===== config.mk =====
export PLATFORM = sky130hd
export DESIGN_NAME = adjacency_matrix_engine
export DESIGN_NICKNAME = d
export VERILOG_FILES = /design/src/rtl/ame_pkg.sv /design/src/rtl/ame_fifo.sv /design/src/rtl/ame_front.sv /design/src/rtl/ame_back.sv /design/src/rtl/adjacency_matrix_engine.sv
export SDC_FILE = /design/constraint.sdc
export NUM_CORES = 2
export LEC_CHECK = 0
export BUFFER_PORTS_ARGS = -buffer_cell sky130_fd_sc_hd__buf_4
export CAP_MARGIN = 25
export CORE_MARGIN = 4
export CORE_UTILIZATION = 40
export CTS_BUF_LIST = sky130_fd_sc_hd__clkbuf_16
export CTS_CLUSTER_DIAMETER = 60
export CTS_CLUSTER_SIZE = 30
export DETAILED_ROUTE_END_ITERATION = 8
export PLACE_DENSITY_LB_ADDON = 0.15
export SYNTH_ARGS = -nofsm -noshare
export SYNTH_HDL_FRONTEND = slang
export SYNTH_SLANG_ARGS = --single-unit

===== constraint.sdc =====
create_clock -name clk_i -period 10.7 [get_ports clk_i]
set_clock_uncertainty 0.1 [all_clocks]
set_input_delay 1.605 -clock clk_i [delete_from_list [all_inputs] [get_ports clk_i]]
set_output_delay 1.605 -clock clk_i [all_outputs]
set_load 0.05 [all_outputs]

===== src/rtl/ame_pkg.sv =====
// Adjacency matrix engine: shared types and constants.
// Request modes, decoded operations, command and result beats.
// No dependencies.
`timescale 1ns / 1ps

package ame_pkg;

  // Field widths fixed by the interface
  localparam int unsigned ModeW = 3;
  localparam int unsigned IdxW  = 5;
  localparam int unsigned VcW   = 6;
  localparam int unsigned LimW  = 6;

  // vertex_count after reset
  localparam logic [VcW-1:0] VcReset = 6'd32;
  // a listing never scans past this many vertices
  localparam logic [LimW-1:0] ScanCap = 6'd32;

  // Request modes as they arrive on the mode port
  localparam logic [ModeW-1:0] MODE_ADD      = 3'd0;
  localparam logic [ModeW-1:0] MODE_REMOVE   = 3'd1;
  localparam logic [ModeW-1:0] MODE_TEST     = 3'd2;
  localparam logic [ModeW-1:0] MODE_LIST_OUT = 3'd3;
  localparam logic [ModeW-1:0] MODE_LIST_IN  = 3'd4;

  // Operation after range check; bad indices and unknown modes fold into OP_ERROR
  typedef enum logic [2:0] {
    OP_ADD      = 3'd0,
    OP_REMOVE   = 3'd1,
    OP_TEST     = 3'd2,
    OP_LIST_OUT = 3'd3,
    OP_LIST_IN  = 3'd4,
    OP_ERROR    = 3'd5
  } op_e;

  // Command beat from front end to back end
  typedef struct packed {
    op_e             op;
    logic [IdxW-1:0] src;
    logic [IdxW-1:0] dst;
    logic [LimW-1:0] lim;   // vertices to scan for a listing
  } cmd_t;

  // Result beat
  typedef struct packed {
    logic            edge_present;
    logic [IdxW-1:0] neighbour;
    logic            none_found;
    logic            error;
    logic            last;
  } res_t;

endpackage


===== src/rtl/ame_fifo.sv =====
// Adjacency matrix engine: small synchronous queue.
// Used for the command queue and the result queue. Uses no package.
`timescale 1ns / 1ps

module ame_fifo #(
  parameter int unsigned WIDTH = 8,
  parameter int unsigned DEPTH = 2
) (
  input  logic             clk_i,
  input  logic             rst_ni,
  input  logic             push_i,
  input  logic [WIDTH-1:0] data_i,
  output logic             full_o,
  input  logic             pop_i,
  output logic [WIDTH-1:0] data_o,
  output logic             empty_o
);

  localparam int unsigned AW = (DEPTH > 1) ? $clog2(DEPTH) : 1;
  localparam int unsigned CW = $clog2(DEPTH + 1);

  logic [WIDTH-1:0] mem_q [DEPTH];
  logic [AW-1:0]    wr_ptr_q, wr_ptr_d;
  logic [AW-1:0]    rd_ptr_q, rd_ptr_d;
  logic [CW-1:0]    count_q, count_d;
  logic             do_push, do_pop;

  assign full_o  = (count_q == CW'(DEPTH));
  assign empty_o = (count_q == '0);
  assign data_o  = mem_q[rd_ptr_q];

  assign do_push = push_i & ~full_o;
  assign do_pop  = pop_i & ~empty_o;

  // pointer and fill count update
  always_comb begin
    wr_ptr_d = wr_ptr_q;
    rd_ptr_d = rd_ptr_q;
    count_d  = count_q;
    if (do_push) begin
      wr_ptr_d = (wr_ptr_q == AW'(DEPTH - 1)) ? '0 : wr_ptr_q + AW'(1);
    end
    if (do_pop) begin
      rd_ptr_d = (rd_ptr_q == AW'(DEPTH - 1)) ? '0 : rd_ptr_q + AW'(1);
    end
    if (do_push && !do_pop) begin
      count_d = count_q + CW'(1);
    end else if (do_pop && !do_push) begin
      count_d = count_q - CW'(1);
    end
  end

  always_ff @(posedge clk_i or negedge rst_ni) begin
    if (!rst_ni) begin
      wr_ptr_q <= '0;
      rd_ptr_q <= '0;
      count_q  <= '0;
    end else begin
      wr_ptr_q <= wr_ptr_d;
      rd_ptr_q <= rd_ptr_d;
      count_q  <= count_d;
    end
  end

  // storage
  always_ff @(posedge clk_i) begin
    if (do_push) begin
      mem_q[wr_ptr_q] <= data_i;
    end
  end

endmodule


===== src/rtl/ame_front.sv =====
// Adjacency matrix engine: front end.
// Decodes the mode, range-checks the indices and queues commands.
// Depends on ame_pkg and ame_fifo.
`timescale 1ns / 1ps

module ame_front #(
  parameter int unsigned MAX_VERTICES = 32
) (
  input  logic                      clk_i,
  input  logic                      rst_ni,
  input  logic                      push_i,
  output logic                      full_o,
  input  logic [ame_pkg::ModeW-1:0] mode_i,
  input  logic [ame_pkg::IdxW-1:0]  source_vertex_i,
  input  logic [ame_pkg::IdxW-1:0]  dest_vertex_i,
  input  logic [ame_pkg::VcW-1:0]   vertex_count_i,
  output ame_pkg::cmd_t             cmd_o,
  output logic                      cmd_empty_o,
  input  logic                      cmd_pop_i
);

  localparam logic [6:0] MaxV = 7'(MAX_VERTICES);

  logic [6:0]             cnt;
  logic                   src_ok, dst_ok;
  ame_pkg::cmd_t          cmd;

  // effective vertex count: min(vertex_count, MAX_VERTICES)
  always_comb begin
    cnt = (7'(vertex_count_i) > MaxV) ? MaxV : 7'(vertex_count_i);
  end

  assign src_ok = (7'(source_vertex_i) < cnt);
  assign dst_ok = (7'(dest_vertex_i) < cnt);

  // classify the request
  always_comb begin
    cmd.src = source_vertex_i;
    cmd.dst = dest_vertex_i;
    cmd.lim = (cnt > 7'(ame_pkg::ScanCap)) ? ame_pkg::ScanCap : 6'(cnt);
    unique case (mode_i)
      ame_pkg::MODE_ADD:
        cmd.op = (src_ok && dst_ok) ? ame_pkg::OP_ADD : ame_pkg::OP_ERROR;
      ame_pkg::MODE_REMOVE:
        cmd.op = (src_ok && dst_ok) ? ame_pkg::OP_REMOVE : ame_pkg::OP_ERROR;
      ame_pkg::MODE_TEST:
        cmd.op = (src_ok && dst_ok) ? ame_pkg::OP_TEST : ame_pkg::OP_ERROR;
      ame_pkg::MODE_LIST_OUT:
        cmd.op = src_ok ? ame_pkg::OP_LIST_OUT : ame_pkg::OP_ERROR;
      ame_pkg::MODE_LIST_IN:
        cmd.op = dst_ok ? ame_pkg::OP_LIST_IN : ame_pkg::OP_ERROR;
      default:
        cmd.op = ame_pkg::OP_ERROR;
    endcase
  end

  // command queue towards the back end
  ame_fifo #(
    .WIDTH($bits(ame_pkg::cmd_t)),
    .DEPTH(2)
  ) u_cmd_q (
    .clk_i  (clk_i),
    .rst_ni (rst_ni),
    .push_i (push_i),
    .data_i (cmd),
    .full_o (full_o),
    .pop_i  (cmd_pop_i),
    .data_o (cmd_o),
    .empty_o(cmd_empty_o)
  );

endmodule


===== src/rtl/ame_back.sv =====
// Adjacency matrix engine: back end.
// Holds the edge matrix memory, runs the edge and scan sequencer and queues results.
// Depends on ame_pkg and ame_fifo.
`timescale 1ns / 1ps

module ame_back #(
  parameter int unsigned MAX_VERTICES = 32
) (
  input  logic          clk_i,
  input  logic          rst_ni,
  input  ame_pkg::cmd_t cmd_i,
  input  logic          cmd_empty_i,
  output logic          cmd_pop_o,
  output ame_pkg::res_t res_o,
  output logic          res_empty_o,
  input  logic          res_pop_i
);

  // only vertices below 32 are reachable through 5-bit indices
  localparam int unsigned N  = (MAX_VERTICES < 32) ? MAX_VERTICES : 32;
  localparam int unsigned IW = $clog2(N);

  typedef enum logic [4:0] {
    ST_IDLE  = 5'b00001,
    ST_FETCH = 5'b00010,
    ST_EXEC  = 5'b00100,
    ST_SCAN  = 5'b01000,
    ST_DONE  = 5'b10000
  } state_e;

  state_e         state_q, state_d;
  ame_pkg::cmd_t  cmd_q, cmd_d;
  logic [IW-1:0]  idx_q, idx_d;
  logic [IW-1:0]  pend_q, pend_d;
  logic           pend_vld_q, pend_vld_d;

  // matrix memory, one row per source vertex, with a valid bit per row
  logic [N-1:0]   mem_q [N];
  logic [N-1:0]   row_vld_q;
  logic [N-1:0]   rdata_q;
  logic           rvld_q;
  logic           rd_en, wr_en;
  logic [IW-1:0]  rd_addr;
  logic [N-1:0]   wr_data;

  logic [IW-1:0]  src_t, dst_t;
  logic [N-1:0]   row_data, dst_mask;
  logic           hit, scan_end;

  logic           res_push, res_full;
  ame_pkg::res_t  res;

  assign src_t    = cmd_q.src[IW-1:0];
  assign dst_t    = cmd_q.dst[IW-1:0];
  assign row_data = rvld_q ? rdata_q : '0;
  assign dst_mask = {{(N-1){1'b0}}, 1'b1} << dst_t;

  // current scan bit: row bit for out-neighbours, column bit for in-neighbours
  assign hit      = (cmd_q.op == ame_pkg::OP_LIST_OUT) ? row_data[idx_q] : row_data[dst_t];
  assign scan_end = ((ame_pkg::LimW'(idx_q) + ame_pkg::LimW'(1)) == cmd_q.lim);

  // sequencer
  always_comb begin
    state_d    = state_q;
    cmd_d      = cmd_q;
    idx_d      = idx_q;
    pend_d     = pend_q;
    pend_vld_d = pend_vld_q;
    cmd_pop_o  = 1'b0;
    rd_en      = 1'b0;
    rd_addr    = src_t;
    wr_en      = 1'b0;
    wr_data    = row_data | dst_mask;
    res_push   = 1'b0;
    res        = '0;
    res.last   = 1'b1;

    unique case (state_q)
      ST_IDLE: begin
        if (!cmd_empty_i) begin
          cmd_pop_o  = 1'b1;
          cmd_d      = cmd_i;
          idx_d      = '0;
          pend_vld_d = 1'b0;
          state_d    = ST_FETCH;
        end
      end

      ST_FETCH: begin
        rd_en   = 1'b1;
        rd_addr = (cmd_q.op == ame_pkg::OP_LIST_IN) ? idx_q : src_t;
        if (cmd_q.op == ame_pkg::OP_LIST_OUT || cmd_q.op == ame_pkg::OP_LIST_IN) begin
          state_d = ST_SCAN;
        end else begin
          state_d = ST_EXEC;
        end
      end

      // single-beat operations
      ST_EXEC: begin
        unique case (cmd_q.op)
          ame_pkg::OP_ADD: begin
            wr_data = row_data | dst_mask;
          end
          ame_pkg::OP_REMOVE: begin
            wr_data = row_data & ~dst_mask;
          end
          ame_pkg::OP_TEST: begin
            res.edge_present = row_data[dst_t];
          end
          default: begin
            res.error = 1'b1;
          end
        endcase
        if (!res_full) begin
          res_push = 1'b1;
          wr_en    = (cmd_q.op == ame_pkg::OP_ADD) || (cmd_q.op == ame_pkg::OP_REMOVE);
          state_d  = ST_IDLE;
        end
      end

      // one vertex per cycle unless a pending hit meets a full result queue; a hit
      // is held back until a later hit or the scan end shows whether it is the last
      ST_SCAN: begin
        res.neighbour = ame_pkg::IdxW'(pend_q);
        res.last      = 1'b0;
        if (!(hit && pend_vld_q && res_full)) begin
          res_push = hit && pend_vld_q;
          if (hit) begin
            pend_d     = idx_q;
            pend_vld_d = 1'b1;
          end
          if (scan_end) begin
            state_d = ST_DONE;
          end else begin
            idx_d = idx_q + IW'(1);
            if (cmd_q.op == ame_pkg::OP_LIST_IN) begin
              rd_en   = 1'b1;
              rd_addr = idx_q + IW'(1);
            end
          end
        end
      end

      // closing beat of a listing
      ST_DONE: begin
        if (pend_vld_q) begin
          res.neighbour = ame_pkg::IdxW'(pend_q);
        end else begin
          res.none_found = 1'b1;
        end
        if (!res_full) begin
          res_push = 1'b1;
          state_d  = ST_IDLE;
        end
      end

      default: begin
        state_d = ST_IDLE;
      end
    endcase
  end

  always_ff @(posedge clk_i or negedge rst_ni) begin
    if (!rst_ni) begin
      state_q    <= ST_IDLE;
      pend_vld_q <= 1'b0;
      row_vld_q  <= '0;
      rvld_q     <= 1'b0;
    end else begin
      state_q    <= state_d;
      pend_vld_q <= pend_vld_d;
      if (wr_en) begin
        row_vld_q[src_t] <= 1'b1;
      end
      if (rd_en) begin
        rvld_q <= row_vld_q[rd_addr];
      end
    end
  end

  always_ff @(posedge clk_i) begin
    cmd_q  <= cmd_d;
    idx_q  <= idx_d;
    pend_q <= pend_d;
  end

  // memory: one write and one registered read per cycle
  always_ff @(posedge clk_i) begin
    if (wr_en) begin
      mem_q[src_t] <= wr_data;
    end
    if (rd_en) begin
      rdata_q <= mem_q[rd_addr];
    end
  end

  // result queue
  ame_fifo #(
    .WIDTH($bits(ame_pkg::res_t)),
    .DEPTH(2)
  ) u_res_q (
    .clk_i  (clk_i),
    .rst_ni (rst_ni),
    .push_i (res_push),
    .data_i (res),
    .full_o (res_full),
    .pop_i  (res_pop_i),
    .data_o (res_o),
    .empty_o(res_empty_o)
  );

endmodule


===== src/rtl/adjacency_matrix_engine.sv =====
// Adjacency matrix engine: top level.
// Holds the vertex_count register and joins the front end and back end.
// Depends on ame_pkg, ame_front and ame_back.
//
// Keeps a directed graph as a bit matrix and serves add, remove, test and
// neighbour-listing requests through a queue-style port on each side. The
// matrix is empty straight after reset (per-row valid bits, no clearing pass),
// so requests are taken from the first cycle. Once out of the two-entry command
// queue, an add, remove, test or error request is fetched and executed; a
// listing is fetched, scanned over lim = min(vertex count, MAX_VERTICES, 32)
// vertices and closed. The single matrix read port delivers one row a cycle and
// the scan checks one vertex a cycle. A full result queue stalls the back end,
// the command queue then absorbs up to two more requests. vertex_count may only
// be written while no request is in flight.
`timescale 1ns / 1ps

module adjacency_matrix_engine #(
  parameter int unsigned MAX_VERTICES = 32
) (
  input  logic                      clk_i,
  input  logic                      rst_ni,
  // request side
  input  logic                      push,
  output logic                      full,
  input  logic [ame_pkg::ModeW-1:0] mode_i,
  input  logic [ame_pkg::IdxW-1:0]  source_vertex_i,
  input  logic [ame_pkg::IdxW-1:0]  dest_vertex_i,
  // result side
  output logic                      empty,
  input  logic                      pop,
  output logic                      edge_present_o,
  output logic [ame_pkg::IdxW-1:0]  neighbour_o,
  output logic                      none_found_o,
  output logic                      error_o,
  output logic                      last_o,
  // configuration
  input  logic                      cfg_valid_i,
  output logic                      cfg_ready_o,
  input  logic [ame_pkg::VcW-1:0]   cfg_data_i
);

  logic [ame_pkg::VcW-1:0] vertex_count_q;
  ame_pkg::cmd_t           cmd;
  logic                    cmd_empty, cmd_pop;
  ame_pkg::res_t           res;

  // configuration register
  assign cfg_ready_o = 1'b1;

  always_ff @(posedge clk_i or negedge rst_ni) begin
    if (!rst_ni) begin
      vertex_count_q <= ame_pkg::VcReset;
    end else if (cfg_valid_i && cfg_ready_o) begin
      vertex_count_q <= cfg_data_i;
    end
  end

  ame_front #(
    .MAX_VERTICES(MAX_VERTICES)
  ) u_front (
    .clk_i          (clk_i),
    .rst_ni         (rst_ni),
    .push_i         (push),
    .full_o         (full),
    .mode_i         (mode_i),
    .source_vertex_i(source_vertex_i),
    .dest_vertex_i  (dest_vertex_i),
    .vertex_count_i (vertex_count_q),
    .cmd_o          (cmd),
    .cmd_empty_o    (cmd_empty),
    .cmd_pop_i      (cmd_pop)
  );

  ame_back #(
    .MAX_VERTICES(MAX_VERTICES)
  ) u_back (
    .clk_i      (clk_i),
    .rst_ni     (rst_ni),
    .cmd_i      (cmd),
    .cmd_empty_i(cmd_empty),
    .cmd_pop_o  (cmd_pop),
    .res_o      (res),
    .res_empty_o(empty),
    .res_pop_i  (pop)
  );

  assign edge_present_o = res.edge_present;
  assign neighbour_o    = res.neighbour;
  assign none_found_o   = res.none_found;
  assign error_o        = res.error;
  assign last_o         = res.last;

endmodule


==> metrics.md <==
| Metric | Value |
|---|---|
| RSZ-0062 raised after global routing | `false` |
| CP delay by family, top | `compound AO/OA/AOI/OAI gates` |
| Place WS | `5.007 ns` |
| Commonest non-fill, non-tap cell in the layout | `edfxtp_1` |
| Post-DP HPWL | `71790 um` |
| TNS Setup | `0 ns` |
| Met1 Use GR | `around 31%` |
| Cell taking the most area after synthesis | `edfxtp_1` |
| Routability cong. | `0.8161` |
| Critical Path Fanout Max | `77` |
| Placed cell areas | `0.05162 mm^2` |
| Top cells by area, synth | `edfxtp_1, nand2_1, a211oi_1, and3_1, mux2i_1` |
| Initial core utilization | `40.37%` |
| 1st-iter DRT viols | `3165` |
| Cell variety after synth | `75` |
| H-tree Lvls | `3` |
| Hold_buf cts | `0` |
| Post-route cell area | `0.05526 mm^2` |
| Most used routing layer | `met2` |
| Die Area | `roughly 0.13 mm^2` |
| TritonCTS clock tree | `yes` |
| Status | `finished clean` |
| Post-synth EDFFs | `1141` |
| CTS Buffer Depth | `3` |
| GRT Util Overall | `21.50%` |
| Final Max Slew Viols | `0` |
| Slowest-stage cell, CP | `dfrtp_2` |
| Post_cts resized | `0` |
| Routed vias/inst | `5.669` |
| Most common flop cell mapped by yosys | `edfxtp_1` |
| Routed via count | `29800` |
| Largest stage delay, worst path | `between 1 and 1.5 ns` |
| ANT cells | `0` |
| Final hold violation count | `0` |
| Die X | `359.0 um` |
| GRT met2 Usage | `35.10%` |
| Yosys reg bits | `1194` |
| Crit-path cells | `nand2_1 > o221ai_1 > a221oi_2 > o221ai_2 > a311oi_4 > o211ai_1 > buf_4 > buf_4 > nand2_1 > and3_1 > a211oi_1 > a211oi_1 > nor4_1` |
| I/O pin count | `36` |
| Post-Synth XOR/XNOR Area | `less than 1%` |
| # fillers | `10860` |
| # rows | `between 100 and 150` |
| Tcrit/Tclk final | `~54%` |
| CTS sink count | `1194` |
| Max rail drop VDD | `around 0.32 mV` |
| Layout cell share with drive strength beyond 1 | `13.22%` |
| Latest clock arrival within the worst-skew pair | `~0.71 ns` |
| DRC viols | `0` |
| Worst Max-Slew Pin Slew | `about 1.1 ns` |
| DR WL/cell | `27.09 um` |
| Clock transition at the registers of the reported paths | `0.08 ns` |
| Largest family of logic cells by synthesized area | `simple AND/OR/NAND/NOR gates` |
| Initial antenna violation count | `4` |
| Inserted Clock Buffers | `104` |
| Crit Path Category | `flop to flop` |
| Crit path launch type | `flop` |
| Most frequent cells in the layout | `edfxtp_1, nand2_1, and3_1, a211oi_1, mux2i_1` |
| Core area | `0.1220 mm^2` |
| Total power divided by cell area | `306.7 mW/mm^2` |
| Layout Nets | `3581` |
| Synth async-reset ratio | `4.439%` |
| DIE HEIGHT | `359.0 um` |
| Max Cap Viol | `0` |
| Critical Path AT | `a little over 6 ns` |
| Seq/Total Area, Yosys | `between 70% and 80%` |
| First-pass iteration count of the detailed router | `6` |
| Vias in the first global route | `around 28000` |
| Area share of and/or/nand/nor cells after synthesis | `12.67%` |
| Syn avg cell area | `13.89 um^2` |
| Setup bufs post-CTS | `0` |
| Crit. End Element | `flop` |
| Mux cell area share after synthesis | `4.088%` |
| Synth Cell Area | `0.04927 mm^2` |
| Synth Area in Adders | `0.2793%` |
| Total grt overflow | `0` |
| Root buf cell | `clkbuf_16` |
| Mapped Nets | `3582` |
| Post-synthesis compound-gate area fraction | `7.669%` |
| CP Data Required Time | `between 10 and 15 ns` |
| Static Leak | `between 15 and 20 nW` |
| Critical path depth | `13` |
| Hold path cells | `1` |
| P&R area growth vs syn | `12.15%` |
| Number of routed nets with antenna violations | `0` |
| Share of the synthesized area in the top cell type | `69.54%` |
| Met3 usage | `under 10%` |
| Drt total wl | `142400 um` |
| Final worst slack | `4.874 ns` |
| R2R cell count | `13` |
| HP Class | `flop to flop` |
| Buffers & Inverters on Critical Path | `2` |
| Tmin final | `5.826 ns` |
| First-pass GRT wire length | `between 200000 and 250000 um` |
| Final setup viols | `0` |
| Largest net degree at the start of global routing | `142` |
| Relative slew slack | `28.34%` |
| Syn Inst Count | `between 3000 and 4000` |
| Synthesis Warnings | `0` |
| Max Freq | `0.1716 GHz` |
| PortBufs | `34` |
[per-stage QoR]
stage               total power, mW  hold slack, ns  utilization (%)  std cells
CTS                           17.05          0.3711            45.26       5255
finish                        16.95          0.3711            45.28       5256
detailed placement            13.11          0.3512            42.30       5064
global placement              13.05          0.3508            42.21       5057
floorplan                     11.00          0.3206                -       3547
global route                  17.83          0.3806            45.28       5256
[Yosys cell counts, drive strengths merged, types with 3 or more instances]
| cell | n |
|---|---|
| a21oi | 20 |
| or3 | 3 |
| nor2 | 76 |
| ha | 11 |
| nor4 | 32 |
| o21a | 4 |
| or2 | 35 |
| buf | 117 |
| mux2i | 163 |
| nand3b | 5 |
| mux2 | 34 |
| nor3b | 3 |
| a21o | 4 |
| inv | 14 |
| o221ai | 15 |
| a41oi | 3 |
| xnor2 | 8 |
| a211oi | 259 |
| a221oi | 4 |
| xor2 | 7 |
| nor2b | 12 |
| o211ai | 12 |
| o31ai | 11 |
| o21ai | 24 |
| dfrtp | 51 |
| edfxtp | 1141 |
| and2 | 11 |
| nor3 | 6 |
| nand2 | 839 |
| a21boi | 8 |
| nand3 | 37 |
| nand2b | 22 |
| a31oi | 134 |
| clkbuf | 121 |
| and3 | 264 |
[layer usage]
metal	share of wire [%]	wire, um	vias up
li1	-	-	13370
met1	44	63230	15350
met2	48	67900	898
met3	5.6	8011	178
met4	2.3	3253	0
met5	0	0	-
[final timing paths]
check                                     start                       end  slack (ns)
max in group asynchronous                rst_ni             u_back.rvld_q        9.08
hold reg to reg            u_back.row_vld_q[26]      u_back.row_vld_q[26]        0.37
hold / removal             u_back.row_vld_q[26]      u_back.row_vld_q[26]        0.37
min in group asynchronous                rst_ni  u_front.u_cmd_q.wr_ptr_q        0.86
setup / recovery                  u_back.rvld_q         u_back.rdata_q[7]        4.87
setup reg to reg                  u_back.rvld_q         u_back.rdata_q[7]        4.87
[sequential cells by signal (all words and copies together), names as in the netlist, 6 cells and up]
| register | flops |
|---|---|
| u_back.cmd_q | 9 |
| vertex_count_q | 6 |
| u_back.row_vld_q | 32 |
| u_back.mem_q | 1024 |
| u_front.u_cmd_q.mem_q | 38 |
| u_back.u_res_q.mem_q | 18 |
| u_back.rdata_q | 32 |
[logic make-up after synthesis]
logic type      Yosys count
other cells               1
mux                     197
fa+ha+maj                11
xor+xnor                 18
simple gates           1353
compound gates          521
buf+inv                 252
flops                  1194
[report_power, final]
part / switching, mW / internal (mW) / total [mW]
combinational: 4.52 / 2.08 / 6.60
sequential: 0.341 / 6.07 / 6.41
clock: 1.91 / 2.03 / 3.94
total: 6.77 / 10.2 / 16.9
[final cells by class]
| class | instances | area, um^2 | area share, % |
|---|---|---|---|
| multi-input combinational | 2101 | 12860 | 23.27 |
| sequential | 1194 | 35590 | 64.41 |
| timing repair buffer | 131 | 1112 | 2.013 |
| clock buffer | 106 | 2653 | 4.800 |
| inverter | 14 | 52.55 | 0.09510 |
| tap | 1625 | 2033 | 3.679 |
| clock inverter | 85 | 958.4 | 1.734 |
(Power assumes the default switching activity.)
